<file path="src/edm_pkg.sv">
// edm_pkg: shared types, constants and helpers for the edit distance matcher.
// No dependencies; used by edm_ctrl, edm_dp and edit_distance_matcher.
`default_nettype none

package edm_pkg;

  localparam int unsigned MAX_QUERY_DEF   = 16;
  localparam int unsigned QUERY_BYTES     = 16;
  localparam int unsigned CFG_DATA_W      = 64;
  localparam int unsigned CFG_IDX_W       = 2;
  localparam logic [7:0]  CLOSE_LIMIT_RST = 8'd3;

  typedef enum logic [CFG_IDX_W-1:0] {
    CFG_QUERY_LEN,
    CFG_QUERY_LOW,
    CFG_QUERY_HIGH,
    CFG_CLOSE_LIMIT
  } cfg_idx_e;

  typedef enum logic {
    ST_IDLE,
    ST_CALC
  } state_e;

  typedef struct packed {
    logic load;        // latch a new beat
    logic empty_done;  // empty-word beat: emit query length, reset column
    logic step;        // update one column cell
    logic finish;      // final cell of a marked last byte: emit, reset column
    logic rd_en;       // column read issue
    logic idle;
  } cmd_t;

  typedef struct packed {
    logic last_cell;
    logic word_end;
  } sts_t;

  function automatic logic [7:0] sat_inc(input logic [7:0] v);
    logic [7:0] r;
    r = (v == 8'hFF) ? 8'hFF : v + 8'd1;
    return r;
  endfunction

endpackage

`default_nettype wire

</file>
<file path="src/edm_ctrl.sv">
// edm_ctrl: controller state machine, beat handshakes and result valid.
// Depends on edm_pkg; drives edm_dp through cmd_t, reads sts_t.
`default_nettype none

module edm_ctrl (
  input  wire logic          clk_i,
  input  wire logic          rst_ni,
  input  wire logic          in_valid_i,
  output logic               in_stall_o,
  input  wire logic          empty_word_i,
  output logic               out_valid_o,
  input  wire logic          out_stall_i,
  input  wire edm_pkg::sts_t sts_i,
  output edm_pkg::cmd_t      cmd_o
);
  import edm_pkg::*;

  state_e state_q, state_d;
  logic   out_valid_q, out_valid_d;
  logic   out_free, acc, need_out, can_step;

  assign out_free   = !out_valid_q || !out_stall_i;
  assign in_stall_o = (state_q != ST_IDLE) || !out_free;
  assign acc        = in_valid_i && !in_stall_o;
  assign need_out   = sts_i.last_cell && sts_i.word_end;
  assign can_step   = !need_out || out_free;

  always_comb begin
    state_d = state_q;
    case (state_q)
      ST_IDLE: begin
        if (acc && !empty_word_i) state_d = ST_CALC;
      end
      ST_CALC: begin
        if (can_step && sts_i.last_cell) state_d = ST_IDLE;
      end
      default: state_d = ST_IDLE;
    endcase
  end

  always_comb begin
    cmd_o = '0;
    case (state_q)
      ST_IDLE: begin
        cmd_o.idle       = 1'b1;
        cmd_o.rd_en      = 1'b1;
        cmd_o.load       = acc;
        cmd_o.empty_done = acc && empty_word_i;
      end
      ST_CALC: begin
        cmd_o.step   = can_step;
        cmd_o.rd_en  = can_step;
        cmd_o.finish = can_step && need_out;
      end
      default: cmd_o = '0;
    endcase
  end

  always_comb begin
    out_valid_d = out_valid_q;
    if (cmd_o.empty_done || cmd_o.finish) out_valid_d = 1'b1;
    else if (!out_stall_i)                out_valid_d = 1'b0;
  end

  always_ff @(posedge clk_i or negedge rst_ni) begin
    if (!rst_ni) begin
      state_q     <= ST_IDLE;
      out_valid_q <= 1'b0;
    end else begin
      state_q     <= state_d;
      out_valid_q <= out_valid_d;
    end
  end

  assign out_valid_o = out_valid_q;

`ifndef NO_ASSERTIONS
  a_start_calc: assert property (@(posedge clk_i) disable iff (!rst_ni)
    (acc && !empty_word_i) |=> (state_q == ST_CALC))
    else $error("non-empty beat did not start a sweep");
  a_finish_room: assert property (@(posedge clk_i) disable iff (!rst_ni)
    cmd_o.finish |-> (!out_valid_q || !out_stall_i))
    else $error("result written over a stalled result");
  a_result_src: assert property (@(posedge clk_i) disable iff (!rst_ni)
    $rose(out_valid_q) |-> $past(cmd_o.empty_done || cmd_o.finish))
    else $error("result appeared without a finishing beat");
`endif

endmodule

`default_nettype wire

</file>
<file path="src/edm_dp.sv">
// edm_dp: datapath: config registers, valid-bit column memory, cell
// update (one per cycle when not stalled), result reg. Uses edm_pkg.
`default_nettype none

module edm_dp #(
  parameter int unsigned MAX_QUERY = edm_pkg::MAX_QUERY_DEF
) (
  input  wire logic                              clk_i,
  input  wire logic                              rst_ni,
  input  wire logic                              cfg_we_i,
  input  wire logic [edm_pkg::CFG_IDX_W-1:0]     cfg_idx_i,
  input  wire logic [edm_pkg::CFG_DATA_W-1:0]    cfg_data_i,
  input  wire logic [7:0]                        word_byte_i,
  input  wire logic                              word_end_i,
  input  wire edm_pkg::cmd_t                     cmd_i,
  output edm_pkg::sts_t                          sts_o,
  output logic [7:0]                             edit_distance_o,
  output logic                                   is_close_o
);
  import edm_pkg::*;

  localparam int unsigned DEPTH = MAX_QUERY + 1;
  localparam int unsigned CNT_W = $clog2(DEPTH);

  logic [4:0]               len_q;
  logic [8*QUERY_BYTES-1:0] query_q;
  logic [7:0]               limit_q;

  logic [7:0]       mem [DEPTH];
  logic [DEPTH-1:0] vld_q;
  logic [7:0]       rdata_q;
  logic             rvld_q;
  logic [CNT_W-1:0] rd_addr;

  logic [CNT_W-1:0] cell_q;
  logic [7:0]       byte_q, diag_q, left_q, dist_q;
  logic             end_q;
  logic [7:0]       res_dist_q;
  logic             res_close_q;

  logic [CNT_W-1:0] clen;
  logic [7:0]       up, qbyte, mn, v, fin_dist;
  logic             first, last_cell;

  always_ff @(posedge clk_i or negedge rst_ni) begin
    if (!rst_ni) begin
      len_q   <= '0;
      query_q <= '0;
      limit_q <= CLOSE_LIMIT_RST;
    end else if (cfg_we_i) begin
      case (cfg_idx_e'(cfg_idx_i))
        CFG_QUERY_LEN:   len_q <= cfg_data_i[4:0];
        CFG_QUERY_LOW:   query_q[63:0] <= cfg_data_i;
        CFG_QUERY_HIGH:  query_q[127:64] <= cfg_data_i;
        CFG_CLOSE_LIMIT: limit_q <= cfg_data_i[7:0];
        default: ;
      endcase
    end
  end

  assign clen = (32'(len_q) > MAX_QUERY) ? CNT_W'(MAX_QUERY) : CNT_W'(len_q);

  assign last_cell = (cell_q == CNT_W'(MAX_QUERY));
  assign first     = (cell_q == '0);

  always_comb begin
    qbyte = '0;
    for (int k = 0; k < int'(QUERY_BYTES); k++) begin
      if (k < int'(MAX_QUERY) && int'(cell_q) == k + 1) qbyte = query_q[k*8 +: 8];
    end
  end

  assign up = rvld_q ? rdata_q : 8'(cell_q);

  always_comb begin
    mn = up;
    if (left_q < mn) mn = left_q;
    if (diag_q < mn) mn = diag_q;
    if (first)                   v = sat_inc(up);
    else if (qbyte == byte_q)    v = diag_q;
    else                         v = sat_inc(mn);
  end

  assign fin_dist = (cell_q == clen) ? v : dist_q;

  always_comb begin
    if (cmd_i.idle || last_cell) rd_addr = '0;
    else                         rd_addr = cell_q + CNT_W'(1);
  end

  always_ff @(posedge clk_i) begin
    if (cmd_i.step) mem[cell_q] <= v;
    if (cmd_i.rd_en) rdata_q <= mem[rd_addr];
  end

  always_ff @(posedge clk_i or negedge rst_ni) begin
    if (!rst_ni) begin
      vld_q  <= '0;
      rvld_q <= 1'b0;
    end else begin
      if (cmd_i.empty_done || cmd_i.finish) vld_q <= '0;
      else if (cmd_i.step)                  vld_q[cell_q] <= 1'b1;
      if (cmd_i.rd_en) rvld_q <= vld_q[rd_addr];
    end
  end

  always_ff @(posedge clk_i or negedge rst_ni) begin
    if (!rst_ni) begin
      cell_q <= '0;
      end_q  <= 1'b0;
    end else begin
      if (cmd_i.load) begin
        cell_q <= '0;
        end_q  <= word_end_i;
      end else if (cmd_i.step) begin
        cell_q <= last_cell ? '0 : cell_q + CNT_W'(1);
      end
    end
  end

  always_ff @(posedge clk_i) begin
    if (cmd_i.load) byte_q <= word_byte_i;
    if (cmd_i.step) begin
      diag_q <= up;
      left_q <= v;
      if (cell_q == clen) dist_q <= v;
    end
    if (cmd_i.empty_done) begin
      res_dist_q  <= 8'(clen);
      res_close_q <= (8'(clen) <= limit_q);
    end else if (cmd_i.finish) begin
      res_dist_q  <= fin_dist;
      res_close_q <= (fin_dist <= limit_q);
    end
  end

  assign sts_o.last_cell  = last_cell;
  assign sts_o.word_end   = end_q;
  assign edit_distance_o  = res_dist_q;
  assign is_close_o       = res_close_q;

`ifndef NO_ASSERTIONS
  a_cell_range: assert property (@(posedge clk_i) disable iff (!rst_ni)
    cmd_i.step |-> (32'(cell_q) <= MAX_QUERY))
    else $error("cell index beyond column");
  a_col_cleared: assert property (@(posedge clk_i) disable iff (!rst_ni)
    (cmd_i.empty_done || cmd_i.finish) |=> (vld_q == '0))
    else $error("column not reset after a result");
  a_sweep_order: assert property (@(posedge clk_i) disable iff (!rst_ni)
    (cmd_i.step && !last_cell) |=> (cell_q == $past(cell_q) + CNT_W'(1)))
    else $error("sweep skipped a cell");
`endif

endmodule

`default_nettype wire

</file>
<file path="src/edit_distance_matcher.sv">
// edit_distance_matcher: top level; Levenshtein distance to a configured query.
// Depends on edm_pkg, edm_ctrl and edm_dp.
`default_nettype none

// Streams candidate bytes, one per input beat, against a query of up to
// MAX_QUERY bytes set through the config port (write only while idle). A
// beat with word_end_i or empty_word_i produces one output beat carrying the
// distance (saturated at 255) and whether it is at most close_limit. A
// non-empty byte keeps the input stalled while all MAX_QUERY+1 column cells
// are updated through the column memory, one cell per cycle unless a stalled
// result holds the final cell, so a sweep ends before the next byte is taken.
// An empty-word beat starts no sweep. A new beat is taken only once the output
// register is free or being drained that cycle. The column resets itself
// through per-entry valid bits, so no clearing pass follows reset.
module edit_distance_matcher #(
  parameter int unsigned MAX_QUERY = edm_pkg::MAX_QUERY_DEF
) (
  input  wire logic                           clk_i,
  input  wire logic                           rst_ni,
  input  wire logic                           cfg_we_i,
  input  wire logic [edm_pkg::CFG_IDX_W-1:0]  cfg_idx_i,
  input  wire logic [edm_pkg::CFG_DATA_W-1:0] cfg_data_i,
  input  wire logic                           in_valid_i,
  output logic                                in_stall_o,
  input  wire logic [7:0]                     word_byte_i,
  input  wire logic                           word_end_i,
  input  wire logic                           empty_word_i,
  output logic                                out_valid_o,
  input  wire logic                           out_stall_i,
  output logic [7:0]                          edit_distance_o,
  output logic                                is_close_o
);
  import edm_pkg::*;

  cmd_t cmd;
  sts_t sts;

  edm_ctrl u_ctrl (
    .clk_i        (clk_i),
    .rst_ni       (rst_ni),
    .in_valid_i   (in_valid_i),
    .in_stall_o   (in_stall_o),
    .empty_word_i (empty_word_i),
    .out_valid_o  (out_valid_o),
    .out_stall_i  (out_stall_i),
    .sts_i        (sts),
    .cmd_o        (cmd)
  );

  edm_dp #(
    .MAX_QUERY (MAX_QUERY)
  ) u_dp (
    .clk_i           (clk_i),
    .rst_ni          (rst_ni),
    .cfg_we_i        (cfg_we_i),
    .cfg_idx_i       (cfg_idx_i),
    .cfg_data_i      (cfg_data_i),
    .word_byte_i     (word_byte_i),
    .word_end_i      (word_end_i),
    .cmd_i           (cmd),
    .sts_o           (sts),
    .edit_distance_o (edit_distance_o),
    .is_close_o      (is_close_o)
  );

endmodule

`default_nettype wire

</file>
<file path="config.mk">
export PLATFORM = sky130hd
export DESIGN_NAME = edit_distance_matcher
export DESIGN_NICKNAME = d
export VERILOG_FILES = /design/src/edm_pkg.sv /design/src/edm_ctrl.sv /design/src/edm_dp.sv /design/src/edit_distance_matcher.sv
export SDC_FILE = /design/constraint.sdc
export NUM_CORES = 1
export LEC_CHECK = 0
export ABC_AREA = 1
export BUFFER_PORTS_ARGS = -buffer_cell sky130_fd_sc_hd__buf_2
export CAP_MARGIN = 20
export CORE_ASPECT_RATIO = 0.9
export CORE_MARGIN = 4
export CORE_UTILIZATION = 55
export CTS_CLUSTER_DIAMETER = 200
export DETAILED_ROUTE_END_ITERATION = 8
export PLACE_DENSITY = 0.85
export RECOVER_POWER = 25
export SLEW_MARGIN = 25
export SYNTH_ARGS = -nofsm -noshare
export SYNTH_HDL_FRONTEND = slang
export SYNTH_SLANG_ARGS = --single-unit
</file>
<file path="constraint.sdc">
create_clock -name clk_i -period 5.1 [get_ports clk_i]
set_input_delay 1.02 -clock clk_i [delete_from_list [all_inputs] [get_ports clk_i]]
set_output_delay 1.02 -clock clk_i [all_outputs]
set_load 0.005 [all_outputs]
</file>
==> flow_metrics.env <==
export IMPL_worstPathRequired_ns=5.51
export IMPL_critPathSlowestCell="dfrtp_1"
export IMPL_ys_async_sr_fraction_pct=47.4
export IMPL_drive_gt1_share_pct=16.8
export IMPL_yosysWarnings=0
export IMPL_critical_path_arrival_ns=5.41
export IMPL_cts_tree="done"
export IMPL_antenna_diode_count=0
export IMPL_synth_area_um2=16800
export IMPL_tightest_slew_ns=3.86
export IMPL_layout_commonest_cell="nand2_1"
export IMPL_hp_class="reg -> reg"
export IMPL_reg2reg_to="u_dp.is_close_o"
export IMPL_drt_initial_drc_count=1827
export IMPL_cts_buffers_inserted=37
export IMPL_report_final_setup_viol=0
export IMPL_startpoint_type="register"
export IMPL_max_slew_margin_rel_pct=-157
export IMPL_postRouteAntennaNets=0
export IMPL_critPathKind="reg -> reg"
export IMPL_grt_pass1_wl_um=71000
export IMPL_top_layer="met4"
export IMPL_antenna_found_initial=0
export IMPL_cts_num_sinks=352
export IMPL_synth_seq_area_share_pct=57.9
export IMPL_crit_path_max_fanout=8
export IMPL_dp_hpwl_um=30500
export IMPL_grt_overflow_total=0
export IMPL_finalNetCount=2080
export IMPL_violations="max-capacitance violations, max-slew violations"
export IMPL_layout_min_cycle_time_ns=5.00
export IMPL_cp_slowest_stage_delay_ns=0.39
export IMPL_area_growth_pct=15.9
export IMPL_die_area_um2=33300
export IMPL_hold_viol_final=0
export IMPL_worstHoldStart="u_dp.edit_distance_o[6]"
export IMPL_synth_nets=1966
export IMPL_slew_viol_final=74
export IMPL_placed_cell_area_um2=17800
export IMPL_grt_max_degree=129
export IMPL_reg2reg_depth=34
export IMPL_gp_congestion=0.976
export IMPL_final_util_pct=64.9
export IMPL_setup_tns_ns=0
export IMPL_fill_cells=2233
export IMPL_clkTransAtPathRegs_ns=0.06
export IMPL_finalCritPeriodShare_pct=98.0
export IMPL_portBuffers=91
export IMPL_die_h_um=174
export IMPL_htree_levels=2
export IMPL_grt_pass1_vias=13400
export IMPL_final_cell_mix="547 x nand2_1, 182 x inv_1, 182 x edfxtp_1"
export IMPL_clock_latency_ns=0.55
export IMPL_wl_per_cell_um=19.1
export IMPL_end_kind="register"
export IMPL_yosys_most_used_dff="edfxtp_1"
export IMPL_regToRegStartpoint="u_dp.rvld_q"
export IMPL_status="complete, but fails checks"
export IMPL_coreArea_um2=30000
export IMPL_cap_violations=1
export IMPL_wl_met3_um=4340
export IMPL_io_pins=92
export IMPL_dr_pass1_iters=8
export IMPL_synthCells=1851
export IMPL_whs_path_depth=2
export IMPL_wl_met2_um=21800
export IMPL_clockBufferDepth=3
export IMPL_row_count=60
export IMPL_start_util_pct=56.0
export IMPL_path_common_cell="nand2_2"
export IMPL_dieWidth_um=192
export IMPL_via_count=14000
export IMPL_drc=0
export IMPL_fin_area_um2=19400
export IMPL_clockRootBuffer="clkbuf_16"
export IMPL_fin_skew_ns=0.0331
export IMPL_synth_edf_count=182
export IMPL_track_usage_pct=26.6
export IMPL_rrSetupSlack_ns=0.10
export IMPL_drt_met1_wl_um=18300
export IMPL_drt_total_wl_um=45800
export IMPL_fmax_mhz=200
export IMPL_whs_ns=0.453
export IMPL_via_per_inst=5.85
export IMPL_ys_seq_elements=352
export IMPL_synth_cell_type_count=44
export IMPL_avgSynthCellArea_um2=9.06
export IMPL_cp_startpoint="u_dp.rvld_q"
export IMPL_min_to="u_dp.edit_distance_o[6]"
worst max path at each step:
stage / slack [ns] / depth (start not counted) / end
detailed placement: -0.13 / 31 / u_dp.is_close_o
global placement: 0.10 / 31 / u_dp.is_close_o
finish: 0.10 / 34 / u_dp.is_close_o
CTS: 0.02 / 33 / u_dp.is_close_o
global route: -0.19 / 34 / u_dp.is_close_o
floorplan: 0.03 / 32 / u_dp.is_close_o
metal layers:
| metal | GRT usage [%] | vias to the layer above |
|---|---|---|
| met4 | 7.66 | 0 |
| met2 | 42.4 | 793 |
| met5 | 0 | - |
| met3 | 5.01 | 132 |
| li1 | - | 6370 |
| met1 | 37.8 | 6719 |
registers in the layout, indices dropped and copies added, names as in the netlist:
register,cells
u_ctrl.state_q,1
u_dp.query_q,128
u_dp.cell_q,5
u_dp.rdata_q,8
u_dp.left_q,8
u_dp.byte_q,8
u_dp.rvld_q,1
u_dp.vld_q,17
u_dp.is_close_o,1
u_ctrl.out_valid_o,1
u_dp.len_q,5
u_dp.edit_distance_o,8
u_dp.end_q,1
u_dp.mem,136
u_dp.diag_q,8
u_dp.limit_q,8
u_dp.dist_q,8
worst max-delay path, delay by kind of cell, from the launching register on:
family / cells / cell delay, ns
AOI/OAI and AO/OA: 10 / 1.17
adders and majority gates: 4 / 0.98
buffers and inverters: 3 / 0.22
DFF: 1 / 0.39
and+or+nand+nor: 17 / 2.11
layout make-up:
class	count	area, um2	area share (%)
flip-flops and latches	352	9710	50.0
well taps	403	504	2.59
repair buffers	149	931	4.79
clock buffers	48	1010	5.19
clock inverters	20	179	0.921
inverters	202	758	3.90
multi-input cells	1223	6340	32.7
through the flow:
step / worst slack (ns) / cells
2_1_floorplan: 0.0314 / 1851
3_3_place_gp: 0.104 / 2312
3_5_place_dp: -0.134 / 2312
4_1_cts: 0.0168 / 2385
5_1_grt: -0.188 / 2397
6_report: 0.102 / 2397
Yosys cell counts, types with 7 or more instances:
library cell,number,area [um2]
a21o_1,7,52.6
a21oi_1,42,210
a221oi_1,22,193
and2_1,7,43.8
buf_2,11,55.1
clkbuf_1,57,214
dfrtp_1,165,4130
edfxtp_1,182,5470
ha_1,34,425
inv_1,183,687
inv_2,18,67.6
nand2_1,560,2100
nand2_2,8,50.1
nand3_1,111,556
nand4_1,11,68.8
nor2_1,80,300
nor2_2,7,43.8
nor3_1,12,60.1
o21a_1,18,135
o21ai_0,186,931
o21ai_1,14,70.1
o22ai_1,29,181
or2_2,21,131
what timing repair did:
action                     CTS  global route
setup buffers                4            11
hold buffers                 0             0
pin swaps                    5            35
setup endpoints to repair    1            37
cloned                       1             1
resized for setup           13            73
logic make-up after synthesis:
group | synth area share (%)
AO/OA/AOI/OAI | 11.6
XOR/XNOR | 0.313
adder cells (fa/ha/maj) | 2.54
buffers and inverters | 6.40
flip-flops | 57.9
AND/OR/NAND/NOR | 21.2
Power is left out: the tool's default activity adds up to more than one toggle a clock period on the data nets, which glitch-free logic cannot reach.
